[config.mk]
export PLATFORM = sky130hd
export DESIGN_NAME = beacon_table_with_ema_and_aging_top
export DESIGN_NICKNAME = d
export VERILOG_FILES = /design/src/hw/rtl/bcn_pkg.sv /design/src/hw/rtl/beacon_table_with_ema_and_aging_top.sv /design/src/hw/rtl/bcn_ram.sv /design/src/hw/rtl/bcn_front.sv /design/src/hw/rtl/bcn_back.sv
export SDC_FILE = /design/constraint.sdc
export NUM_CORES = 2
export LEC_CHECK = 0
export BUFFER_PORTS_ARGS = -buffer_cell sky130_fd_sc_hd__buf_2
export CORE_MARGIN = 5
export CORE_UTILIZATION = 25
export CTS_CLUSTER_DIAMETER = 60
export DETAILED_ROUTE_END_ITERATION = 7
export GPL_ROUTABILITY_DRIVEN = 0
export PLACE_DENSITY = 0.41
export SLEW_MARGIN = 20
export SYNTH_ARGS = -nofsm -noshare
export SYNTH_HDL_FRONTEND = slang
export SYNTH_SLANG_ARGS = --single-unit
[constraint.sdc]
create_clock -name clk -period 10.6 [get_ports clk]
set_input_delay 0 -clock clk [delete_from_list [all_inputs] [get_ports clk]]
set_output_delay 0 -clock clk [all_outputs]
set_load 0.02 [all_outputs]
[src/hw/rtl/bcn_pkg.sv]
// Shared types and constants for the beacon table.
package bcn_pkg;

    localparam logic [1:0] CMD_SIGHT  = 2'd0;
    localparam logic [1:0] CMD_SWEEP  = 2'd1;
    localparam logic [1:0] CMD_REPORT = 2'd2;
    localparam logic [1:0] CMD_UNUSED = 2'd3;

    localparam logic [1:0] CFG_SHOW_ALL = 2'd0;
    localparam logic [1:0] CFG_TIMEOUT  = 2'd1;
    localparam logic [1:0] CFG_ALPHA    = 2'd2;

    localparam logic [2:0] ST_UPDATED = 3'd0;
    localparam logic [2:0] ST_INSERTED = 3'd1;
    localparam logic [2:0] ST_FULL = 3'd2;
    localparam logic [2:0] ST_IGNORED = 3'd3;
    localparam logic [2:0] ST_SWEPT = 3'd4;
    localparam logic [2:0] ST_REPORT = 3'd5;
    localparam logic [2:0] ST_EMPTY = 3'd6;

    localparam logic [8:0] ALPHA_ONE = 9'd256;

    typedef enum logic [1:0] {
        OP_SIGHT,
        OP_IGNORE,
        OP_SWEEP,
        OP_REPORT
    } op_t;

    typedef struct packed {
        op_t               op;
        logic [31:0]       now;
        logic [31:0]       id;
        logic [7:0]        bat;
        logic [7:0]        typ;
        logic signed [7:0] rssi;
    } req_t;

    typedef struct packed {
        logic [31:0]        id;
        logic signed [15:0] rssi;
        logic [7:0]         bat;
        logic [7:0]         typ;
        logic [31:0]        seen;
    } entry_t;

    typedef struct packed {
        logic [3:0]  slot;
        logic [31:0] id;
        logic [7:0]  rssi;
        logic [7:0]  bat;
        logic [7:0]  typ;
        logic [31:0] seen;
    } swept_t;

    function automatic logic [7:0] rssi_int(input logic signed [15:0] v);
        logic signed [16:0] t;
        t = 17'(v) + (v[15] ? 17'sd255 : 17'sd0);
        return t[15:8];
    endfunction

endpackage

[src/hw/rtl/beacon_table_with_ema_and_aging_top.sv]
// Top level of the beacon table with smoothed strength and aging.
// A request is taken when start is high and busy is low (the unused command is dropped);
// two requests can be queued while the sequencer works. Each result appears for one cycle
// with result_valid and cannot be stalled. A sighting compares the stored entries one at a
// time, then smooths a hit or inserts or drops the beacon; a report walks the entries, and
// a sweep checks each entry, moving the last one into each removed slot, then delivers the
// removed entries; the single read port of the entry RAM makes these walks sequential.
module beacon_table_with_ema_and_aging_top #(
    parameter int MAX_BEACONS = 16
) (
    input  logic              clk,
    input  logic              rst_n,
    input  logic              start,
    output logic              busy,
    input  logic [1:0]        cmd,
    input  logic [31:0]       now_ms,
    input  logic              has_data,
    input  logic [31:0]       beacon_id,
    input  logic [31:0]       mac_id,
    input  logic [7:0]        battery_in,
    input  logic [7:0]        type_in,
    input  logic signed [7:0] rssi,
    input  logic              cfg_valid,
    output logic              cfg_ready,
    input  logic [1:0]        cfg_index,
    input  logic [31:0]       cfg_data,
    output logic              result_valid,
    output logic [2:0]        status,
    output logic [3:0]        slot,
    output logic [31:0]       entry_id,
    output logic signed [7:0] rssi_out,
    output logic [7:0]        battery_out,
    output logic [7:0]        type_out,
    output logic [31:0]       last_seen_out,
    output logic [4:0]        occupancy,
    output logic              last
);
    logic          show_all_reg;
    logic [31:0]   timeout_reg;
    logic [8:0]    alpha_reg;
    bcn_pkg::req_t req;
    logic          req_valid, req_pop;

    assign cfg_ready = 1'b1;

    always_ff @(posedge clk or negedge rst_n)
    begin
        if (!rst_n)
        begin
            show_all_reg <= 1'b0;
            timeout_reg <= 32'd120000;
            alpha_reg <= 9'd77;
        end
        else if (cfg_valid)
        begin
            case (cfg_index)
                bcn_pkg::CFG_SHOW_ALL: show_all_reg <= cfg_data[0];
                bcn_pkg::CFG_TIMEOUT:  timeout_reg <= cfg_data;
                bcn_pkg::CFG_ALPHA:    alpha_reg <= cfg_data[8:0];
                default:               alpha_reg <= alpha_reg;
            endcase
        end
    end

    bcn_front u_front (
        .clk(clk), .rst_n(rst_n), .start(start), .busy(busy), .cmd(cmd), .now_ms(now_ms),
        .has_data(has_data), .beacon_id(beacon_id), .mac_id(mac_id),
        .battery_in(battery_in), .type_in(type_in), .rssi(rssi),
        .show_all(show_all_reg), .req(req), .req_valid(req_valid), .req_pop(req_pop)
    );

    bcn_back #(.MAX_BEACONS(MAX_BEACONS)) u_back (
        .clk(clk), .rst_n(rst_n), .req(req), .req_valid(req_valid), .req_pop(req_pop),
        .timeout_ms(timeout_reg), .alpha_q8(alpha_reg), .result_valid(result_valid),
        .status(status), .slot(slot), .entry_id(entry_id), .rssi_out(rssi_out),
        .battery_out(battery_out), .type_out(type_out), .last_seen_out(last_seen_out),
        .occupancy(occupancy), .last(last)
    );
endmodule

[src/hw/rtl/bcn_ram.sv]
// Generic single write port RAM with a registered read port.
module bcn_ram #(
    parameter int W = 8,
    parameter int D = 16
) (
    input  logic                           clk,
    input  logic                           we,
    input  logic [(D > 1 ? $clog2(D) : 1)-1:0] waddr,
    input  logic [W-1:0]                   wdata,
    input  logic [(D > 1 ? $clog2(D) : 1)-1:0] raddr,
    output logic [W-1:0]                   rdata
);
    logic [W-1:0] mem [D];

    always_ff @(posedge clk)
    begin
        if (we)
        begin
            mem[waddr] <= wdata;
        end
        rdata <= mem[raddr];
    end
endmodule

[src/hw/rtl/bcn_front.sv]
// Request intake: classifies commands and queues them for the sequencer.
module bcn_front (
    input  logic              clk,
    input  logic              rst_n,
    input  logic              start,
    output logic              busy,
    input  logic [1:0]        cmd,
    input  logic [31:0]       now_ms,
    input  logic              has_data,
    input  logic [31:0]       beacon_id,
    input  logic [31:0]       mac_id,
    input  logic [7:0]        battery_in,
    input  logic [7:0]        type_in,
    input  logic signed [7:0] rssi,
    input  logic              show_all,
    output bcn_pkg::req_t     req,
    output logic              req_valid,
    input  logic              req_pop
);
    bcn_pkg::req_t q_reg [2];
    logic       wp_reg, wp_next, rp_reg, rp_next;
    logic [1:0] cnt_reg, cnt_next;
    bcn_pkg::req_t cls;
    logic       push;

    always_comb
    begin
        cls.now = now_ms;
        cls.rssi = rssi;
        cls.id = has_data ? beacon_id : mac_id;
        cls.bat = has_data ? battery_in : 8'd0;
        cls.typ = has_data ? type_in : 8'd0;
        case (cmd)
            bcn_pkg::CMD_SIGHT:
                cls.op = (has_data || show_all) ? bcn_pkg::OP_SIGHT : bcn_pkg::OP_IGNORE;
            bcn_pkg::CMD_SWEEP:  cls.op = bcn_pkg::OP_SWEEP;
            bcn_pkg::CMD_REPORT: cls.op = bcn_pkg::OP_REPORT;
            default:             cls.op = bcn_pkg::OP_IGNORE;
        endcase
    end

    assign busy = (cnt_reg == 2'd2);
    assign push = start && !busy && (cmd != bcn_pkg::CMD_UNUSED);
    assign req = q_reg[rp_reg];
    assign req_valid = (cnt_reg != 2'd0);
    assign wp_next = push ? ~wp_reg : wp_reg;
    assign rp_next = req_pop ? ~rp_reg : rp_reg;
    assign cnt_next = cnt_reg + {1'b0, push} - {1'b0, req_pop};

    always_ff @(posedge clk or negedge rst_n)
    begin
        if (!rst_n)
        begin
            wp_reg <= 1'b0;
            rp_reg <= 1'b0;
            cnt_reg <= 2'd0;
        end
        else
        begin
            wp_reg <= wp_next;
            rp_reg <= rp_next;
            cnt_reg <= cnt_next;
        end
    end

    always_ff @(posedge clk)
    begin
        if (push)
        begin
            q_reg[wp_reg] <= cls;
        end
    end
endmodule

[src/hw/rtl/bcn_back.sv]
// Table sequencer: lookup, insert, smoothing, sweep and report walks.
module bcn_back #(
    parameter int MAX_BEACONS = 16
) (
    input  logic              clk,
    input  logic              rst_n,
    input  bcn_pkg::req_t     req,
    input  logic              req_valid,
    output logic              req_pop,
    input  logic [31:0]       timeout_ms,
    input  logic [8:0]        alpha_q8,
    output logic              result_valid,
    output logic [2:0]        status,
    output logic [3:0]        slot,
    output logic [31:0]       entry_id,
    output logic signed [7:0] rssi_out,
    output logic [7:0]        battery_out,
    output logic [7:0]        type_out,
    output logic [31:0]       last_seen_out,
    output logic [4:0]        occupancy,
    output logic              last
);
    localparam int IW = (MAX_BEACONS > 1) ? $clog2(MAX_BEACONS) : 1;
    localparam int CW = $clog2(MAX_BEACONS + 1);
    localparam logic [CW-1:0] MAXC = CW'(MAX_BEACONS);

    typedef enum logic [3:0] {
        S_IDLE, S_LK_RD, S_LK_CMP, S_EMA, S_UPD, S_SW_RD, S_SW_CHK, S_SW_MV,
        S_EM_RD, S_EM_OUT, S_RP_RD, S_RP_OUT
    } state_t;

    state_t          state_reg;
    bcn_pkg::req_t   cur_reg;
    logic [CW-1:0]   count_reg, idx_reg, k_reg, j_reg;
    logic signed [17:0] pa_reg;
    logic signed [25:0] pb_reg;
    logic signed [15:0] ema_reg;
    logic [8:0]      a_sat;
    logic signed [31:0] n_sum, r_sh;
    logic signed [15:0] r_sat;

    logic            tw_en;
    logic [IW-1:0]   tw_addr, tr_addr;
    bcn_pkg::entry_t tw_data, tr_data;
    logic            bw_en;
    bcn_pkg::swept_t bw_data, br_data;
    logic [31:0]     age;

    logic            ov_reg;
    logic [2:0]      status_reg;
    logic [3:0]      slot_reg;
    logic [31:0]     id_reg, seen_reg;
    logic [7:0]      rssi_o_reg, bat_reg, typ_reg;
    logic [4:0]      occ_reg;
    logic            last_reg;

    assign a_sat = (alpha_q8 > bcn_pkg::ALPHA_ONE) ? bcn_pkg::ALPHA_ONE : alpha_q8;
    assign n_sum = (32'(pa_reg) <<< 8) + 32'(pb_reg);
    assign r_sh = n_sum >>> 8;
    assign r_sat = (r_sh > 32'sd32767) ? 16'sh7fff :
                   (r_sh < -32'sd32768) ? 16'sh8000 : r_sh[15:0];
    assign age = cur_reg.now - tr_data.seen;
    assign req_pop = (state_reg == S_IDLE) && req_valid;

    always_comb
    begin
        tr_addr = idx_reg[IW-1:0];
        tw_en = 1'b0;
        tw_addr = idx_reg[IW-1:0];
        tw_data = tr_data;
        bw_en = 1'b0;
        bw_data.slot = 4'(idx_reg);
        bw_data.id = tr_data.id;
        bw_data.rssi = bcn_pkg::rssi_int(tr_data.rssi);
        bw_data.bat = tr_data.bat;
        bw_data.typ = tr_data.typ;
        bw_data.seen = tr_data.seen;
        case (state_reg)
            S_LK_RD:
            begin
                tw_data = '{cur_reg.id, {cur_reg.rssi, 8'd0}, cur_reg.bat, cur_reg.typ,
                            cur_reg.now};
                tw_en = (idx_reg == count_reg) && (count_reg < MAXC);
            end
            S_UPD:
            begin
                tw_data = '{cur_reg.id, ema_reg, cur_reg.bat, cur_reg.typ, cur_reg.now};
                tw_en = 1'b1;
            end
            S_SW_CHK:
            begin
                tr_addr = IW'(count_reg - CW'(1));
                bw_en = (age > timeout_ms);
            end
            S_SW_MV:
            begin
                tw_en = 1'b1;
            end
            default:
            begin
                tw_en = 1'b0;
            end
        endcase
    end

    bcn_ram #(.W($bits(bcn_pkg::entry_t)), .D(MAX_BEACONS)) u_table (
        .clk(clk), .we(tw_en), .waddr(tw_addr), .wdata(tw_data),
        .raddr(tr_addr), .rdata(tr_data)
    );

    bcn_ram #(.W($bits(bcn_pkg::swept_t)), .D(MAX_BEACONS)) u_swept (
        .clk(clk), .we(bw_en), .waddr(k_reg[IW-1:0]), .wdata(bw_data),
        .raddr(j_reg[IW-1:0]), .rdata(br_data)
    );

    always_ff @(posedge clk or negedge rst_n)
    begin
        if (!rst_n)
        begin
            state_reg <= S_IDLE;
            count_reg <= '0;
            ov_reg <= 1'b0;
        end
        else
        begin
            ov_reg <= 1'b0;
            case (state_reg)
                S_IDLE:
                begin
                    if (req_valid)
                    begin
                        cur_reg <= req;
                        idx_reg <= '0;
                        k_reg <= '0;
                        j_reg <= '0;
                        case (req.op)
                            bcn_pkg::OP_SIGHT: state_reg <= S_LK_RD;
                            bcn_pkg::OP_SWEEP: state_reg <= S_SW_RD;
                            bcn_pkg::OP_REPORT:
                            begin
                                if (count_reg == '0)
                                begin
                                    ov_reg <= 1'b1;
                                    status_reg <= bcn_pkg::ST_EMPTY;
                                    slot_reg <= '0; id_reg <= '0; rssi_o_reg <= '0;
                                    bat_reg <= '0; typ_reg <= '0; seen_reg <= '0;
                                    occ_reg <= 5'(count_reg); last_reg <= 1'b1;
                                end
                                else
                                begin
                                    state_reg <= S_RP_RD;
                                end
                            end
                            default:
                            begin
                                ov_reg <= 1'b1;
                                status_reg <= bcn_pkg::ST_IGNORED;
                                slot_reg <= '0; id_reg <= '0; rssi_o_reg <= '0;
                                bat_reg <= '0; typ_reg <= '0; seen_reg <= '0;
                                occ_reg <= 5'(count_reg); last_reg <= 1'b1;
                            end
                        endcase
                    end
                end
                S_LK_RD:
                begin
                    if (idx_reg == count_reg)
                    begin
                        ov_reg <= 1'b1;
                        last_reg <= 1'b1;
                        id_reg <= cur_reg.id;
                        state_reg <= S_IDLE;
                        if (count_reg < MAXC)
                        begin
                            status_reg <= bcn_pkg::ST_INSERTED;
                            slot_reg <= 4'(count_reg);
                            rssi_o_reg <= cur_reg.rssi;
                            bat_reg <= cur_reg.bat;
                            typ_reg <= cur_reg.typ;
                            seen_reg <= cur_reg.now;
                            count_reg <= count_reg + CW'(1);
                            occ_reg <= 5'(count_reg + CW'(1));
                        end
                        else
                        begin
                            status_reg <= bcn_pkg::ST_FULL;
                            slot_reg <= '0; rssi_o_reg <= '0;
                            bat_reg <= '0; typ_reg <= '0; seen_reg <= '0;
                            occ_reg <= 5'(count_reg);
                        end
                    end
                    else
                    begin
                        state_reg <= S_LK_CMP;
                    end
                end
                S_LK_CMP:
                begin
                    if (tr_data.id == cur_reg.id)
                    begin
                        pa_reg <= $signed({1'b0, a_sat}) * cur_reg.rssi;
                        pb_reg <= $signed({1'b0, 9'(bcn_pkg::ALPHA_ONE - a_sat)}) * tr_data.rssi;
                        state_reg <= S_EMA;
                    end
                    else
                    begin
                        idx_reg <= idx_reg + CW'(1);
                        state_reg <= S_LK_RD;
                    end
                end
                S_EMA:
                begin
                    ema_reg <= r_sat;
                    state_reg <= S_UPD;
                end
                S_UPD:
                begin
                    ov_reg <= 1'b1;
                    status_reg <= bcn_pkg::ST_UPDATED;
                    slot_reg <= 4'(idx_reg);
                    id_reg <= cur_reg.id;
                    rssi_o_reg <= bcn_pkg::rssi_int(ema_reg);
                    bat_reg <= cur_reg.bat;
                    typ_reg <= cur_reg.typ;
                    seen_reg <= cur_reg.now;
                    occ_reg <= 5'(count_reg);
                    last_reg <= 1'b1;
                    state_reg <= S_IDLE;
                end
                S_SW_RD:
                begin
                    if (idx_reg >= count_reg)
                    begin
                        state_reg <= (k_reg == '0) ? S_IDLE : S_EM_RD;
                    end
                    else
                    begin
                        state_reg <= S_SW_CHK;
                    end
                end
                S_SW_CHK:
                begin
                    if (age > timeout_ms)
                    begin
                        k_reg <= k_reg + CW'(1);
                        state_reg <= S_SW_MV;
                    end
                    else
                    begin
                        idx_reg <= idx_reg + CW'(1);
                        state_reg <= S_SW_RD;
                    end
                end
                S_SW_MV:
                begin
                    count_reg <= count_reg - CW'(1);
                    state_reg <= S_SW_RD;
                end
                S_EM_RD:
                begin
                    state_reg <= S_EM_OUT;
                end
                S_EM_OUT:
                begin
                    ov_reg <= 1'b1;
                    status_reg <= bcn_pkg::ST_SWEPT;
                    slot_reg <= br_data.slot;
                    id_reg <= br_data.id;
                    rssi_o_reg <= br_data.rssi;
                    bat_reg <= br_data.bat;
                    typ_reg <= br_data.typ;
                    seen_reg <= br_data.seen;
                    occ_reg <= 5'(count_reg);
                    last_reg <= (j_reg == k_reg - CW'(1));
                    j_reg <= j_reg + CW'(1);
                    state_reg <= (j_reg == k_reg - CW'(1)) ? S_IDLE : S_EM_RD;
                end
                S_RP_RD:
                begin
                    state_reg <= S_RP_OUT;
                end
                S_RP_OUT:
                begin
                    ov_reg <= 1'b1;
                    status_reg <= bcn_pkg::ST_REPORT;
                    slot_reg <= 4'(idx_reg);
                    id_reg <= tr_data.id;
                    rssi_o_reg <= bcn_pkg::rssi_int(tr_data.rssi);
                    bat_reg <= tr_data.bat;
                    typ_reg <= tr_data.typ;
                    seen_reg <= tr_data.seen;
                    occ_reg <= 5'(count_reg);
                    last_reg <= (idx_reg == count_reg - CW'(1));
                    idx_reg <= idx_reg + CW'(1);
                    state_reg <= (idx_reg == count_reg - CW'(1)) ? S_IDLE : S_RP_RD;
                end
                default:
                begin
                    state_reg <= S_IDLE;
                end
            endcase
        end
    end

    assign result_valid = ov_reg;
    assign status = status_reg;
    assign slot = slot_reg;
    assign entry_id = id_reg;
    assign rssi_out = rssi_o_reg;
    assign battery_out = bat_reg;
    assign type_out = typ_reg;
    assign last_seen_out = seen_reg;
    assign occupancy = occ_reg;
    assign last = last_reg;

    a_count_bound: assert property (@(posedge clk) disable iff (!rst_n)
        count_reg <= MAXC)
        else $error("entry count above table size");

    a_sweep_dec: assert property (@(posedge clk) disable iff (!rst_n)
        state_reg == S_SW_MV |=> count_reg == $past(count_reg) - CW'(1))
        else $error("sweep removal did not shrink the table");

    a_occ_match: assert property (@(posedge clk) disable iff (!rst_n)
        ov_reg |-> occ_reg == 5'(count_reg))
        else $error("reported occupancy differs from table count");
endmodule

==> metrics.md <==
| Metric | Value |
|---|---|
| Yosys top cell area share | `between 60 and 70%` |
| Slew @ Worst Pin | `1.19 ns` |
| CTS tree | `yes` |
| Worst Hold End | `u_front.wp_reg` |
| Post-synthesis cell area | `0.150 mm²` |
| Max_cap viols | `0` |
| Crit-path max FO | `24` |
| Max Transition Viols Final | `0` |
| Final Core Density | `between 20% and 30%` |
| Top Ports | `~270` |
| Top cell type by total area after synthesis | `edfxtp_1` |
| Fin nets | `between 9k and 10k` |
| Drt pass-1 iters | `8` |
| P_leak | `59.4 nW` |
| Crit end category | `flip-flop` |
| Fin cells | `16.8k` |
| Asr flop ratio synth | `between 1.5 and 2%` |
| F_max | `around 0.13 GHz` |
| Post-DP Area | `between 0.15 and 0.2 mm²` |
| Detailed-placement wirelength estimate | `approximately 270 mm` |
| Cts bufs inserted | `399` |
| Number of synthesized flops with an enable pin | `around 3.4k` |
| Total Wirelength | `between 400 and 500 mm` |
| Sink Count | `between 3k and 4k` |
| Max reg flops | `1536` |
| WHS Path Cells | `5` |
| Post-route cell area | `around 0.18 mm²` |
| Ys flop type | `edfxtp_1` |
| WL/cell | `between 20 and 30 µm` |
| Final cycle utilization of the critical path | `between 70 and 80%` |
| Status | `complete, but fails checks` |
| Worst Hold Class | `input port to flip-flop` |
| Row count | `between 200 and 300` |
| 1st-iter DRT viols | `6467` |
| CTS max path bufs | `4` |
| Fill cells | `between 50k and 60k` |
| Synth Instances | `approximately 7.6k` |
| All-Layer GR Usage | `~14%` |
| FF-to-FF path depth | `20` |
| Final setup viols | `0` |
| Average cell area after synthesis | `~20 µm²` |
| CP Data Arrival Time | `8.52 ns` |
| Critical path class | `flip-flop to flip-flop` |
| ANT nets after route | `0` |
| Residual DRC | `1` |
| First-pass GRT wire length | `635 mm` |
| Main area contributors after synthesis | `edfxtp_1 69%, mux4_2 13%, dfxtp_1 2.5%, fa_1 2.2%, ha_1 1.8%` |
| Reg-to-reg slack, setup | `~2.8 ns` |
| Clock Latency Late Sink | `between 0.9 and 1 ns` |
| Area grow syn2layout | `19.2%` |
| Die ar. | `0.616 mm²` |
| # H-tree levels | `5` |
| Routed vias | `around 76k` |
| IO buf count | `263` |
| Top post-synthesis cells by count | `3444 x edfxtp_1, 844 x mux4_2, 394 x nand2_1` |
| Die span in x | `a little under 800 µm` |
| Setup TNS | `0 ns` |
| Post-CTS setup buffers | `0` |
| Die H | `between 700 and 800 µm` |
| Max IR drop VDD | `0.802 mV` |
| Post-synthesis register bit count | `approximately 3.7k` |
| Largest net degree at the start of global routing | `roughly 140` |
| Vias in the first global route | `approximately 81k` |
| Post-DR vias/cell | `4.51` |
| Syn nets | `8183` |
| Ys Warns | `0` |
| Initial antenna violation count | `between 50 and 60` |
| Unrepaired setup endpoints after global routing | `no` |
| Sequential area share after synthesis | `~72%` |
| Skew final | `between 0.03 and 0.04 ns` |
| Worst r2r src | `alpha_reg[8]` |
| RR Endpoint | `u_back.pb_reg[25]` |
| Worst Path Required | `~11 ns` |
| Failing checks | `design-rule violations` |
| Hold WS | `about 0.12 ns` |
| Critical Path Start Type | `flip-flop` |
| Final Hold Fails | `0` |
| Unique masters post-synth | `between 80 and 90` |
| Cell count after placement | `~16k` |
| Clock slew at reported path FFs | `0.06 ns` |
| Global route overflow | `0` |
| Cell area power density | `339 mW/mm²` |
| Post-CTS resize count | `0` |
| Top-count cell post-synth | `edfxtp_1` |
| Core area | `between 0.5 and 0.6 mm²` |
| Share of cells above drive strength 1 | `approximately a quarter` |
| Slew margin rel. | `21.0%` |
| CTS root buf | `clkbuf_16` |
| Final Critical Period | `7.81 ns` |
| Starting density of the core | `approximately 25%` |
| Hold_sp | `cmd[0]` |
placed cells by master, fill, tap and decap left out, drive strengths merged, types with 12 or more instances in the layout:
master / synthesis / layout
mux2i: 97 / 97
clkbuf: 211 / 518
a21o: 39 / 39
fa: 166 / 166
xor2: 57 / 57
bufinv: 0 / 45
o21ai: 100 / 100
dfrtp: 45 / 45
a222oi: 54 / 54
nand4: 25 / 25
inv: 354 / 380
mux2: 163 / 163
nor4: 12 / 12
nand2: 395 / 395
and2: 129 / 129
buf: 158 / 455
ha: 220 / 220
clkinv: 0 / 143
clkinvlp: 0 / 19
xnor2: 98 / 98
edfxtp: 3444 / 3444
a22o: 14 / 14
nor2: 106 / 106
o21a: 12 / 12
diode: 0 / 24
nand2b: 21 / 21
nor3: 27 / 27
dlygate4sd3: 0 / 339
nand3: 35 / 35
a22oi: 42 / 42
dfxtp: 188 / 188
a211oi: 108 / 108
mux4: 844 / 844
nor2b: 133 / 133
and3: 26 / 26
a21oi: 172 / 172
stage by stage:
| stage | worst slack (ns) | total power, mW |
|---|---|---|
| after global placement | 2.89 | 46.6 |
| after CTS | 2.73 | 61.7 |
| after detailed placement | 2.74 | 47.0 |
| after floorplan | 1.63 | 39.0 |
| after global routing | 2.27 | 65.0 |
| final | 2.79 | 60.6 |
per-layer routing:
layer  share of wire, %  track usage (%)  up-vias  routed length [µm]
met1                 44             19.9    41327              201000
li1                   -                -    32224                   -
met4                2.4             3.53        2               10900
met3                4.8             1.84      494               21700
met5             0.0029                0        -                  13
met2                 49             24.2     1981              220000
timing repair:
item | 4_1_cts | 5_1_grt
endpoints found under the hold margin | 432 | 0
setup endpoints to repair | 0 | 0
hold buffers | 339 | 0
area by class of cell:
class,instances,area [µm²],area share (%)
Multi-Input combinational cell,3225,38700,21.6
Clock buffer,518,10900,6.10
Timing Repair Buffer,794,6670,3.73
Sequential cell,3688,109000,60.7
Tap cell,8008,10000,5.60
Inverter,354,1330,0.743
Antenna cell,24,60.1,0.0336
Clock inverter,233,2530,1.42
cells by family (layout without fill, tap and decap cells):
group	after synthesis	count (layout)	synth area share (%)
muxes	1104	1104	14.5
buffers and inverters	723	1899	2.08
DFF	3688	3688	72.4
AOI/OAI and AO/OA	640	640	2.96
other	1	25	0.00250
xor gates and xnor gates	155	155	0.905
and+or+nand+nor	939	939	3.06
adders and majority gates	386	386	4.05
worst max-delay path by stage:
stage	from	to	slack [ns]	cells after the start
after floorplan	u_back.idx_reg[2]	u_back.u_table.mem[3][0]	1.63	8
after global placement	alpha_reg[8]	u_back.pb_reg[25]	2.89	20
after detailed placement	alpha_reg[8]	u_back.pb_reg[25]	2.74	20
after CTS	alpha_reg[8]	u_back.pb_reg[25]	2.73	20
after global routing	alpha_reg[8]	u_back.pb_reg[25]	2.27	20
final	alpha_reg[8]	u_back.pb_reg[25]	2.79	20
critical path, stage by stage, from the launching register on:
cell and delay [ns]:
dfrtp_1 0.62, and2b_1 0.83, inv_1 0.21, ha_1 0.79, nand2_1 0.26, fa_1 0.67
fa_1 0.54, inv_1 0.06, fa_1 0.48, fa_1 0.49, inv_1 0.05, fa_1 0.49
inv_1 0.04, ha_1 0.32, and3_1 0.20, a221o_1 0.32, a21o_1 0.23, o41ai_4 0.36
nor2_1 0.12, a2111oi_2 0.32, xnor2_1 0.13
where the power goes:
part / switching (mW) / total [mW] / internal, mW / leakage [nW]
sequential: 1.51 / 21.9 / 20.4 / 33.3
clock: 5.92 / 14.3 / 8.38 / 6.56
combinational: 14.6 / 24.4 / 9.80 / 19.5
Power figures use the tool's default switching activity.
